### config.mk
export PLATFORM = sky130hd
export DESIGN_NAME = rgb_to_hsv_convert
export DESIGN_NICKNAME = d
export VERILOG_FILES = /design/src/sv/rhc_pkg.sv /design/src/sv/rhc_div.sv /design/src/sv/rgb_to_hsv_convert.sv
export SDC_FILE = /design/constraint.sdc
export NUM_CORES = 1
export LEC_CHECK = 0
export BUFFER_PORTS_ARGS = -buffer_cell sky130_fd_sc_hd__buf_2
export CAP_MARGIN = 20
export CORE_ASPECT_RATIO = 0.8
export CORE_MARGIN = 8
export CORE_UTILIZATION = 53
export CTS_CLUSTER_SIZE = 28
export DETAILED_ROUTE_END_ITERATION = 7
export HOLD_SLACK_MARGIN = 0.12
export PLACE_DENSITY = 0.69
export SLEW_MARGIN = 20
export SYNTH_ARGS = -nofsm -noshare
export SYNTH_HDL_FRONTEND = slang
export SYNTH_SLANG_ARGS = --single-unit
### constraint.sdc
create_clock -name i_clk -period 12.9 [get_ports i_clk]
set_input_delay 2.58 -clock i_clk [delete_from_list [all_inputs] [get_ports i_clk]]
set_output_delay 2.58 -clock i_clk [all_outputs]
set_load 0.01 [all_outputs]
### src/sv/rhc_pkg.sv
package rhc_pkg;

    // pixel channel and result field widths
    localparam int RHC_CHAN_W = 8;
    localparam int RHC_HUE_W  = 16;
    localparam int RHC_SAT_W  = 16;

    // quotient bits produced by each divider
    localparam int RHC_QUO_W  = 16;

    // six times the largest delta (6 * 255 = 1530) fits in 11 bits
    localparam int RHC_SPAN_W = 11;

    // quotient bits resolved per divider stage (must divide RHC_QUO_W)
    localparam int RHC_DIV_STEP = 2;

    // packed stream widths
    localparam int RHC_IN_W  = 3 * RHC_CHAN_W;
    localparam int RHC_OUT_W = RHC_HUE_W + RHC_SAT_W + RHC_CHAN_W;

endpackage

### src/sv/rhc_div.sv
module rhc_div #(
    parameter int REM_W  = 8,
    parameter int STEP_N = rhc_pkg::RHC_DIV_STEP
) (
    input  logic                                  i_clk,
    input  logic [rhc_pkg::RHC_QUO_W/STEP_N-1:0]  i_en,     // per stage load enable
    input  logic [REM_W-1:0]                      i_rem,    // upper dividend bits, below divisor
    input  logic [rhc_pkg::RHC_QUO_W-1:0]         i_work,   // lower dividend bits
    input  logic [REM_W-1:0]                      i_dvs,    // divisor, nonzero
    output logic [rhc_pkg::RHC_QUO_W-1:0]         o_quo
);
    import rhc_pkg::*;

    localparam int NST = RHC_QUO_W / STEP_N;

    logic [REM_W-1:0]     r_rem  [NST];
    logic [RHC_QUO_W-1:0] r_work [NST];
    logic [REM_W-1:0]     r_dvs  [NST];

    logic [REM_W-1:0]     a_rem  [NST];
    logic [RHC_QUO_W-1:0] a_work [NST];
    logic [REM_W-1:0]     a_dvs  [NST];

    logic [REM_W-1:0]     n_rem  [NST];
    logic [RHC_QUO_W-1:0] n_work [NST];

    // stage operands: ports feed the first stage, each register the next
    always_comb begin
        a_rem[0]  = i_rem;
        a_work[0] = i_work;
        a_dvs[0]  = i_dvs;
        for (int k = 1; k < NST; k++) begin
            a_rem[k]  = r_rem[k-1];
            a_work[k] = r_work[k-1];
            a_dvs[k]  = r_dvs[k-1];
        end
    end

    // restoring division, STEP_N quotient bits per stage
    // work shifts dividend bits out the top and quotient bits in at the bottom
    always_comb begin
        logic [REM_W-1:0]     rem;
        logic [RHC_QUO_W-1:0] work;
        logic [REM_W:0]       trial;
        for (int k = 0; k < NST; k++) begin
            rem  = a_rem[k];
            work = a_work[k];
            for (int j = 0; j < STEP_N; j++) begin
                trial = {rem, work[RHC_QUO_W-1]};
                if (trial >= {1'b0, a_dvs[k]}) begin
                    rem  = REM_W'(trial - {1'b0, a_dvs[k]});
                    work = {work[RHC_QUO_W-2:0], 1'b1};
                end else begin
                    rem  = trial[REM_W-1:0];
                    work = {work[RHC_QUO_W-2:0], 1'b0};
                end
            end
            n_rem[k]  = rem;
            n_work[k] = work;
        end
    end

    // stage registers, payload only
    always_ff @(posedge i_clk) begin
        for (int k = 0; k < NST; k++) begin
            if (i_en[k]) begin
                r_rem[k]  <= n_rem[k];
                r_work[k] <= n_work[k];
                r_dvs[k]  <= a_dvs[k];
            end
        end
    end

    assign o_quo = r_work[NST-1];

endmodule

### src/sv/rgb_to_hsv_convert.sv
// RGB to HSV pixel converter.
// Input stream (s side): one pixel per transaction, tdata = red, green, blue
// from the low byte up. Output stream (m side): one HSV result per pixel, in
// order, tdata = hue (16 bits, fraction of a turn), saturation (16 bits,
// scaled by 65535), brightness (8 bits, largest channel) from the low bit up.
// The pipeline has 2 + 16/DIV_STEP stages; DIV_STEP defaults to two quotient
// bits per stage. The depth is set by the two restoring dividers (saturation
// and hue) that run side by side, one stage per DIV_STEP quotient bits, after
// a max/min stage and a sector/numerator stage.
// Throughput is one pixel per clock while results are taken. Every stage
// has its own valid bit and loads when it is empty or its successor moves,
// so bubbles close up and o_s_tready stays high while any stage is free,
// also while the result at the output waits for i_m_tready. A stall holds
// all data in place.
// Reset clears the valid bits only; the block is empty after reset.
module rgb_to_hsv_convert #(
    parameter int DIV_STEP = rhc_pkg::RHC_DIV_STEP
) (
    input  logic                          i_clk,
    input  logic                          i_rst_n,
    input  logic                          i_s_tvalid,
    output logic                          o_s_tready,
    input  logic [rhc_pkg::RHC_IN_W-1:0]  i_s_tdata,   // red, green, blue
    output logic                          o_m_tvalid,
    input  logic                          i_m_tready,
    output logic [rhc_pkg::RHC_OUT_W-1:0] o_m_tdata    // hue, saturation, brightness
);
    import rhc_pkg::*;

    localparam int NDIV = RHC_QUO_W / DIV_STEP;
    localparam int NS   = 2 + NDIV;

    typedef enum logic [1:0] {
        SEC_RED,
        SEC_GREEN,
        SEC_BLUE
    } t_sector;

    logic [NS-1:0] r_vld;
    logic [NS-1:0] c_en;

    logic [RHC_CHAN_W-1:0] c_red, c_green, c_blue;
    logic [RHC_CHAN_W-1:0] c_max, c_min;
    t_sector               c_sec;

    logic [RHC_CHAN_W-1:0] r1_red, r1_green, r1_blue, r1_max, r1_delta;
    t_sector               r1_sec;

    logic [RHC_SPAN_W-1:0]          c_span, c_num;
    logic [RHC_CHAN_W+RHC_QUO_W-1:0] c_sat_dvd;

    logic [RHC_SPAN_W-1:0] r2_num, r2_span;
    logic [RHC_CHAN_W-1:0] r2_sat_rem, r2_sat_dvs, r2_max;
    logic [RHC_QUO_W-1:0]  r2_sat_low;

    logic [RHC_CHAN_W-1:0] r_bri [NDIV];
    logic [RHC_QUO_W-1:0]  c_hue, c_sat;

    // stage load enables: a stage loads when empty or when its successor loads
    always_comb begin
        c_en[NS-1] = !r_vld[NS-1] || i_m_tready;
        for (int k = NS - 2; k >= 0; k--) begin
            c_en[k] = !r_vld[k] || c_en[k+1];
        end
    end

    assign o_s_tready = c_en[0];
    assign o_m_tvalid = r_vld[NS-1];

    // valid bits travel with the data
    always_ff @(posedge i_clk) begin
        if (!i_rst_n) begin
            r_vld <= '0;
        end else begin
            if (c_en[0]) begin
                r_vld[0] <= i_s_tvalid;
            end
            for (int k = 1; k < NS; k++) begin
                if (c_en[k]) begin
                    r_vld[k] <= r_vld[k-1];
                end
            end
        end
    end

    // stage 1: largest, smallest and hue sector
    assign c_red   = i_s_tdata[RHC_CHAN_W-1:0];
    assign c_green = i_s_tdata[2*RHC_CHAN_W-1:RHC_CHAN_W];
    assign c_blue  = i_s_tdata[3*RHC_CHAN_W-1:2*RHC_CHAN_W];

    always_comb begin
        if (c_red >= c_green && c_red >= c_blue) begin
            c_sec = SEC_RED;
            c_max = c_red;
        end else if (c_green >= c_blue) begin
            c_sec = SEC_GREEN;
            c_max = c_green;
        end else begin
            c_sec = SEC_BLUE;
            c_max = c_blue;
        end
        c_min = (c_red < c_green) ? c_red : c_green;
        if (c_blue < c_min) begin
            c_min = c_blue;
        end
    end

    always_ff @(posedge i_clk) begin
        if (c_en[0]) begin
            r1_red   <= c_red;
            r1_green <= c_green;
            r1_blue  <= c_blue;
            r1_max   <= c_max;
            r1_delta <= c_max - c_min;
            r1_sec   <= c_sec;
        end
    end

    // stage 2: hue numerator in [0, 6*delta), span and saturation dividend
    always_comb begin
        c_span = (RHC_SPAN_W'(r1_delta) << 2) + (RHC_SPAN_W'(r1_delta) << 1);
        unique case (r1_sec)
            SEC_RED: begin
                if (r1_green >= r1_blue) begin
                    c_num = RHC_SPAN_W'(r1_green) - RHC_SPAN_W'(r1_blue);
                end else begin
                    c_num = c_span + RHC_SPAN_W'(r1_green) - RHC_SPAN_W'(r1_blue);
                end
            end
            SEC_GREEN: begin
                c_num = (RHC_SPAN_W'(r1_delta) << 1) + RHC_SPAN_W'(r1_blue)
                        - RHC_SPAN_W'(r1_red);
            end
            SEC_BLUE: begin
                c_num = (RHC_SPAN_W'(r1_delta) << 2) + RHC_SPAN_W'(r1_red)
                        - RHC_SPAN_W'(r1_green);
            end
            default: begin
                c_num = '0;
            end
        endcase
        // 65535 * delta as (delta << 16) - delta
        c_sat_dvd = {r1_delta, {RHC_QUO_W{1'b0}}}
                    - (RHC_CHAN_W + RHC_QUO_W)'(r1_delta);
    end

    // grey pixel: numerator zero over one gives hue zero, and the
    // saturation dividend is already zero when max is zero
    always_ff @(posedge i_clk) begin
        if (c_en[1]) begin
            if (r1_delta == '0) begin
                r2_num  <= '0;
                r2_span <= RHC_SPAN_W'(1);
            end else begin
                r2_num  <= c_num;
                r2_span <= c_span;
            end
            r2_sat_rem <= c_sat_dvd[RHC_CHAN_W+RHC_QUO_W-1:RHC_QUO_W];
            r2_sat_low <= c_sat_dvd[RHC_QUO_W-1:0];
            r2_sat_dvs <= (r1_max == '0) ? RHC_CHAN_W'(1) : r1_max;
            r2_max     <= r1_max;
        end
    end

    // hue = floor(65536 * n / (6 * delta))
    rhc_div #(
        .REM_W  (RHC_SPAN_W),
        .STEP_N (DIV_STEP)
    ) u_hue_div (
        .i_clk  (i_clk),
        .i_en   (c_en[NS-1:2]),
        .i_rem  (r2_num),
        .i_work ('0),
        .i_dvs  (r2_span),
        .o_quo  (c_hue)
    );

    // saturation = floor(65535 * delta / max)
    rhc_div #(
        .REM_W  (RHC_CHAN_W),
        .STEP_N (DIV_STEP)
    ) u_sat_div (
        .i_clk  (i_clk),
        .i_en   (c_en[NS-1:2]),
        .i_rem  (r2_sat_rem),
        .i_work (r2_sat_low),
        .i_dvs  (r2_sat_dvs),
        .o_quo  (c_sat)
    );

    // brightness rides alongside the dividers
    always_ff @(posedge i_clk) begin
        if (c_en[2]) begin
            r_bri[0] <= r2_max;
        end
        for (int k = 1; k < NDIV; k++) begin
            if (c_en[k+2]) begin
                r_bri[k] <= r_bri[k-1];
            end
        end
    end

    assign o_m_tdata = {r_bri[NDIV-1], c_sat, c_hue};

    // an empty output stage means the whole pipeline can move
    a_ready_when_out_empty: assert property (
        @(posedge i_clk) disable iff (!i_rst_n)
        !o_m_tvalid |-> o_s_tready
    ) else $error("input not ready while output stage is empty");

    // zero saturation only for grey pixels, whose hue is zero
    a_grey_hue_zero: assert property (
        @(posedge i_clk) disable iff (!i_rst_n)
        (o_m_tvalid && o_m_tdata[RHC_HUE_W+RHC_SAT_W-1:RHC_HUE_W] == '0)
            |-> (o_m_tdata[RHC_HUE_W-1:0] == '0)
    ) else $error("grey pixel with nonzero hue");

    // black pixel has zero saturation
    a_black_sat_zero: assert property (
        @(posedge i_clk) disable iff (!i_rst_n)
        (o_m_tvalid && o_m_tdata[RHC_OUT_W-1:RHC_HUE_W+RHC_SAT_W] == '0)
            |-> (o_m_tdata[RHC_HUE_W+RHC_SAT_W-1:RHC_HUE_W] == '0)
    ) else $error("black pixel with nonzero saturation");

endmodule

---- Word level (Yosys, flattened, before mapping) ----
Memories as Yosys holds them, arrays and structs flattened.
Index checks and enable logic that the tools add are counted.
word-level totals
  bits in latches ......................... 0
  word-level logic and storage cells ...... 222
  memories ................................ 7
  input bits .............................. 28
  flip-flop bits (word level) ............. 114
  ROM bits ................................ 0
  RAM bits ................................ 624
  output and inout port bits .............. 42
memory list
  name              words  width  rd ports  clocked after Yosys merged registers in  write ports  RTL line                  RTL
  u_hue_div.r_work  8      16     8         0                                        8            rhc_div.sv:17             logic [RHC_QUO_W-1:0] r_work [NST];
  u_sat_div.r_work  8      16     8         0                                        8            rhc_div.sv:17
  u_hue_div.r_dvs   8      11     7         0                                        8            rhc_div.sv:18             logic [REM_W-1:0] r_dvs [NST];
  u_hue_div.r_rem   8      11     7         0                                        8            rhc_div.sv:16             logic [REM_W-1:0] r_rem [NST];
  r_bri             8      8      8         0                                        8            rgb_to_hsv_convert.sv:56  logic [RHC_CHAN_W-1:0] r_bri [NDIV];
  u_sat_div.r_dvs   8      8      7         0                                        8            rhc_div.sv:18
  +1 memories       --     --     --        --                                       --           --
cells by class
  shift-type cells ........................ 0
  reduce and logical (&&, ||, !) cells .... 24
  $mul .................................... 0
  add/sub/neg operators ................... 42
  bitwise logic cells ..................... 0
  $lt $le $gt $ge ......................... 38
  eq/ne operators ......................... 2
  multiplexer cells ....................... 87
  div/mod/pow operators ................... 0
operators by type and width
  operator                                                                number
  12-bit by 11-bit >= comparator with 1-bit output                        16
  11-bit 2-to-1 mux                                                       17
  11-bit subtractor                                                       16
  8-bit 2-to-1 mux                                                        20
  9-bit by 8-bit >= comparator with 1-bit output                          16
  8-bit subtractor                                                        17
  1-bit 2-to-1 mux                                                        48
  11-bit one-hot mux with 3 select lines                                  1
  8-bit >= comparator                                                     4
  24-bit by 8-bit subtractor with 24-bit output                           1
  11-bit by 8-bit subtractor with 11-bit output                           2
  8-bit zero test                                                         2
  8-bit less-than comparator                                              2
  10-bit by 8-bit adder with 11-bit output                                1
  10-bit by 9-bit adder with 11-bit output                                1
  11-bit by 8-bit adder with 11-bit output                                1
  10-bit by 8-bit subtractor with 11-bit output                           1
  9-bit by 8-bit adder with 10-bit output                                 1
  1-bit zero test                                                         10
  1-bit logical OR                                                        10
  8-bit by 8-bit subtractor with 9-bit output                             1
  2-bit by 1-bit equality test with 1-bit output (second input constant)  1
  2-bit equality test (second input constant)                             1
  2-bit zero test                                                         1
  other kinds (2)                                                         2

---- Depth between registers and ports, before layout ----
  word-level depth ........................ 11
  depth in mapped cells ................... 25
  mapped depth without buffers ............ 24

---- Cells and area by module ----
A second synthesis with hierarchy kept.
second synthesis, totals
  cell total of the unflattened synthesis .. 3590
  area total of the unflattened synthesis .. 42624.6 µm²
modules (own cells, without submodules)
  module               area each (µm²)  times used  sequential area each (µm²)  cells an instance
  rhc_div (u_hue_div)  18651.6          1           8468.1                      1602
  rhc_div (u_sat_div)  13975.9          1           7206.9                      1153
  rgb_to_hsv_convert   9997.1           1           5215.0                      835

---- Worst setup path before layout ----
Ideal clock, no wire load.
  path kind ............................... input-to-output
  from .................................... input i_m_tready
  to ...................................... output o_s_tready
  path buffers ............................ 0
  data required time ...................... 10320 ps
  path slack .............................. 5179 ps
  arrival ................................. 5141 ps
  cell stages on the path ................. 6
  cells stage by stage .................... nor2b_1 inv_1 nor2_1 and2_1 and3_1 nand3_1
on the way
  cells in the longest elaborated chain, start to end .. 10
ends and longest elaborated chain
  element                        RTL line                  RTL
  start: declaration             rgb_to_hsv_convert.sv:25  input logic i_m_tready,
  1-bit logical OR               rgb_to_hsv_convert.sv:61  c_en[NS-1] = !r_vld[NS-1] || i_m_tready;
  via c_en[9]                    rgb_to_hsv_convert.sv:40  logic [NS-1:0] c_en;
  1-bit logical OR (9 in a row)  rgb_to_hsv_convert.sv:63  c_en[k] = !r_vld[k] || c_en[k+1];
  end: declaration               rgb_to_hsv_convert.sv:22  output logic o_s_tready,
The timed path passes the listed nets, and every way through them passes these cells.

---- Worst setup path in the final report ----
Same ends and word-level chain as after synthesis.

==> metrics.log <==
INFO  metric rr_startpoint = u_hue_div.r_dvs[0][22]
INFO  metric synthDistinctLibCells = 75
INFO  metric final_antenna_net_count = 0
INFO  metric ctsResizeCount = 0
INFO  metric route.vias.total = 25100
INFO  metric criticalPathCategory = in2out
INFO  metric critical_path_required = 10320 ps
INFO  metric detail_route.first_pass.iterations = 6
INFO  metric vias_per_cell = 5.695
INFO  metric route.detailed.wl_per_inst = 18.53 µm
INFO  metric max_slew.worst_pin.slew = 1056 ps
INFO  metric gp_congestion = 0.9066
INFO  metric reg2regPathDepth = 18
INFO  metric clkSlewWorstSetupHoldPaths = 60 ps
INFO  metric postSynthAreaPerCell = 11.64 µm²
INFO  metric die_h = between 200 and 300 µm
INFO  metric critPathBufInv = 4
INFO  metric max-cap-violations = 0
INFO  metric synth_largest_type_area_fraction = roughly half
INFO  metric ys_dominant_reg_cell = sky130_fd_sc_hd__edfxtp_1
INFO  metric finClkSkew = 25.44 ps
INFO  metric critical_path.top_delay_family = simple AND/OR/NAND/NOR gates
INFO  metric floorplan.initialDensity = 53.34%
INFO  metric grt_setup_unrepaired = no
INFO  metric synth-edff-count = 632
INFO  metric ioPinCount = 70
INFO  metric final.setup.tns = 0 ps
INFO  metric post-cts-setup-buffers = 0
INFO  metric antenna-diode-count = 0
INFO  metric drt_drc_violations_left = 0
INFO  metric initialDrtViolationCount = 1685
INFO  metric grt_antenna_before_repair = 0
INFO  metric clock_path_buffers = 3
INFO  metric grt_overflow = 0
INFO  metric report.final.hold_viol_count = 0
INFO  metric cts_tree = yes
INFO  metric postSynthCellCount = 3296
INFO  metric critical_path_cell_count = 9
INFO  metric final_cell_area = 42120 µm²
INFO  metric minimum_hold_slack = 399.2 ps
INFO  metric postPlaceCellArea = between 30000 and 40000 µm²
INFO  metric crit_path_start = i_m_tready
INFO  metric grt_max_degree = 77
INFO  metric hold_buffers = 0
INFO  metric layout_cell_share_with_drive_strength_beyond_1 = 11.76%
INFO  metric period_share = 57.51%
INFO  metric yosys-top-cells-area = sky130_fd_sc_hd__edfxtp_1 49%, sky130_fd_sc_hd__ha_1 13%, sky130_fd_sc_hd__mux2_2 4.6%
INFO  metric numClockSinks = 642
INFO  metric fillcell_total = 5776
INFO  metric synth_fp_nets = 3763
INFO  metric timing.final.max_slew_violations = 0
INFO  metric core = 71900 µm²
INFO  metric fp-row-count = 88
INFO  metric setup-violations-final = 0
INFO  metric finalWorstPathRequiredPeriod = 7419 ps
INFO  metric global_route_wire_length_before_repair = 131.7 mm
INFO  metric yosysWarningCount = 0
INFO  metric timing.slew.headroom = 29.32%
INFO  metric cts-buffers-inserted = 69
INFO  metric critical_path_peak_fanout = 44
INFO  metric status = finished clean
INFO  metric crit_path_end = o_s_tready
INFO  metric synth_top_area_cell = sky130_fd_sc_hd__edfxtp_1
INFO  metric die_area = 81280 µm²
INFO  metric area_growth_syn_to_layout = 9.833%
INFO  metric postSynthRegisterBits = around 640
INFO  metric cpPeakStageDelay = 560 ps
INFO  metric grt_util_all_layers = a little under 20%
INFO  metric later_pin_clock_latency_in_the_skew_report = 620 ps
INFO  metric final_nets = 3875
INFO  metric htree_num_levels = 3
INFO  metric quantity_of_i_o_buffers_inserted_on_ports = 69
INFO  metric worst_r2r_endpoint = u_hue_div.r_rem[0][42]
INFO  metric min-delay-path-class = reg2reg
INFO  metric achievable-frequency = 134.8 MHz
INFO  metric synth.yosys.seq_area_share = 50.00%
INFO  metric fp.dieW = 316.8 µm
INFO  metric critPathMostFrequentCell = sky130_fd_sc_hd__buf_2
INFO  metric timing.critical_path.to_type = output pin
INFO  metric first_global_vias = roughly 25000
INFO  metric critical_path_arrival = 4840 ps
INFO  metric setup.worst_path.start_class = primary input
INFO  metric dp_hpwl = roughly 63 mm
INFO  metric rrSetupSlack = 6780 ps
INFO  metric synth_async_sr_flop_share = 0%
INFO  metric clockRootBuffer = sky130_fd_sc_hd__clkbuf_16
INFO  metric worstPathCellList = buf_2, nor2b_1, inv_2, nor2_1, and2_1, and3_1, nand3_2, buf_4, buf_2
INFO  metric library_cell_contributing_the_largest_single_delay_on_the_critical_path = sky130_fd_sc_hd__nor2b_1
INFO  metric postRouteWirelength = 81.68 mm
INFO  metric synth.cell_area = 38350 µm²
Yosys cell counts, types with 5 or more instances:
cell and instances:
sky130_fd_sc_hd__edfxtp_1 632, sky130_fd_sc_hd__ha_1 390, sky130_fd_sc_hd__inv_1 374, sky130_fd_sc_hd__a21oi_1 229, sky130_fd_sc_hd__o21ai_0 201, sky130_fd_sc_hd__nor2_1 196
sky130_fd_sc_hd__nand2_1 167, sky130_fd_sc_hd__mux2_2 158, sky130_fd_sc_hd__xnor2_1 156, sky130_fd_sc_hd__a21o_1 83, sky130_fd_sc_hd__xor2_1 70, sky130_fd_sc_hd__nor2b_1 64
sky130_fd_sc_hd__fa_1 49, sky130_fd_sc_hd__nand4_1 46, sky130_fd_sc_hd__nor3_1 42, sky130_fd_sc_hd__o21a_1 40, sky130_fd_sc_hd__nand2b_1 34, sky130_fd_sc_hd__nand3_1 34
sky130_fd_sc_hd__o21bai_1 32, sky130_fd_sc_hd__or2_2 22, sky130_fd_sc_hd__mux2i_1 20, sky130_fd_sc_hd__clkbuf_1 18, sky130_fd_sc_hd__o31ai_1 16, sky130_fd_sc_hd__a211oi_1 15
sky130_fd_sc_hd__and3_1 15, sky130_fd_sc_hd__or3_1 14, sky130_fd_sc_hd__and2_1 13, sky130_fd_sc_hd__buf_2 13, sky130_fd_sc_hd__buf_4 11, sky130_fd_sc_hd__dfxtp_1 10
sky130_fd_sc_hd__o22ai_1 9, sky130_fd_sc_hd__a21boi_0 8, sky130_fd_sc_hd__a31oi_1 8, sky130_fd_sc_hd__and4_1 7, sky130_fd_sc_hd__o31a_1 6, sky130_fd_sc_hd__nor4_1 5
sky130_fd_sc_hd__o21ai_1 5, sky130_fd_sc_hd__o22a_1 5, sky130_fd_sc_hd__o311a_1 5
worst min-delay path by stage:
stage                                 from                       to  slack (ps)  cells after the start
floorplan                        r2_max[0]              r_bri[0][0]         400                      0
global placement              r_bri[0][28]              r_bri[1][4]         400                      0
detailed placement             r_bri[0][2]             r_bri[0][10]         400                      0
CTS                 u_sat_div.r_work[0][9]  u_sat_div.r_work[0][27]         390                      0
global route        u_sat_div.r_work[1][8]  u_sat_div.r_work[1][26]         400                      0
finish              u_sat_div.r_work[1][8]  u_sat_div.r_work[1][26]         400                      0
cells in the final DEF, fill, tap and decap left out, types with 6 or more instances in the layout:
cell type,Yosys,final
sky130_fd_sc_hd__fa_1,49,49
sky130_fd_sc_hd__dfxtp_1,10,10
sky130_fd_sc_hd__a211oi_1,15,15
sky130_fd_sc_hd__ha_1,390,390
sky130_fd_sc_hd__and3_1,15,15
sky130_fd_sc_hd__mux2_2,158,158
sky130_fd_sc_hd__nor3_1,42,42
sky130_fd_sc_hd__a21boi_0,8,8
sky130_fd_sc_hd__buf_4,11,14
sky130_fd_sc_hd__o31ai_1,16,16
sky130_fd_sc_hd__o21bai_1,32,32
sky130_fd_sc_hd__nand2b_1,34,34
sky130_fd_sc_hd__or2_2,22,22
sky130_fd_sc_hd__nand3_1,34,33
sky130_fd_sc_hd__a21oi_1,229,228
sky130_fd_sc_hd__nor2_1,196,195
sky130_fd_sc_hd__a31oi_1,8,8
sky130_fd_sc_hd__nand4_1,46,46
sky130_fd_sc_hd__o21ai_0,201,201
sky130_fd_sc_hd__o31a_1,6,6
sky130_fd_sc_hd__xnor2_1,156,156
sky130_fd_sc_hd__nand2_1,167,163
sky130_fd_sc_hd__and2_1,13,13
sky130_fd_sc_hd__nor2b_1,64,64
sky130_fd_sc_hd__o22ai_1,9,9
sky130_fd_sc_hd__o21a_1,40,40
sky130_fd_sc_hd__clkbuf_16,0,70
sky130_fd_sc_hd__edfxtp_1,632,632
sky130_fd_sc_hd__clkinv_2,0,8
sky130_fd_sc_hd__clkbuf_1,18,14
sky130_fd_sc_hd__and4_1,7,7
sky130_fd_sc_hd__inv_1,374,369
sky130_fd_sc_hd__bufinv_16,0,7
sky130_fd_sc_hd__xor2_1,70,70
sky130_fd_sc_hd__mux2i_1,20,20
sky130_fd_sc_hd__or3_1,14,14
sky130_fd_sc_hd__buf_2,13,69
sky130_fd_sc_hd__a21o_1,83,83
per-layer routing:
| layer | GRT usage (%) | wire (µm) | vias to the layer above |
|---|---|---|---|
| met5 | 0 | 0 | - |
| met1 | 29.12 | 40110 | 12070 |
| li1 | - | - | 12180 |
| met4 | 5.620 | 2081 | 0 |
| met2 | 30.23 | 35460 | 698 |
| met3 | 2.999 | 4033 | 154 |
flip-flops by register name, indices dropped and copies added, names as in the netlist, 10 cells and up:
register          count
u_hue_div.r_dvs      77
u_hue_div.r_rem      77
r_vld                10
u_sat_div.r_rem      56
r2_sat_low           15
u_sat_div.r_work    127
r2_span              11
r_bri                64
u_hue_div.r_work     72
r2_num               11
u_sat_div.r_dvs      56
logic make-up (layout without fill, tap and decap cells):
kind of cell    after synthesis  after routing  share of synthesized area, %
xor+xnor                    226            226                         5.161
compound gates              719            719                         11.56
simple gates                676            676                         8.616
buf+inv                     416            582                         4.221
fa+ha+maj                   439            439                         15.28
mux                         178            178                         5.161
flops                       642            642                         50.00
per-stage QoR:
stage,worst slack (ps),util (%),cells
final,5481,58.59,4407
after global routing,5289,58.59,4407
after CTS,5516,58.58,4407
after detailed placement,5062,55.35,4282
after global placement,5143,55.35,4282
after floorplan,5179,-,3296
area by class of cell:
type / instances / area (µm²) / area share (%)
clock inverters: 36 / 449.2 / 1.066
clock buffers: 89 / 1873 / 4.446
flip-flops and latches: 642 / 19180 / 45.53
multi-input cells: 2238 / 17590 / 41.75
repair buffers: 83 / 450.4 / 1.069
inverters: 374 / 1404 / 3.333
well taps: 945 / 1182 / 2.807
Power is left out: the tool's default activity adds up to more than one toggle a clock period on the data nets, which glitch-free logic cannot reach.
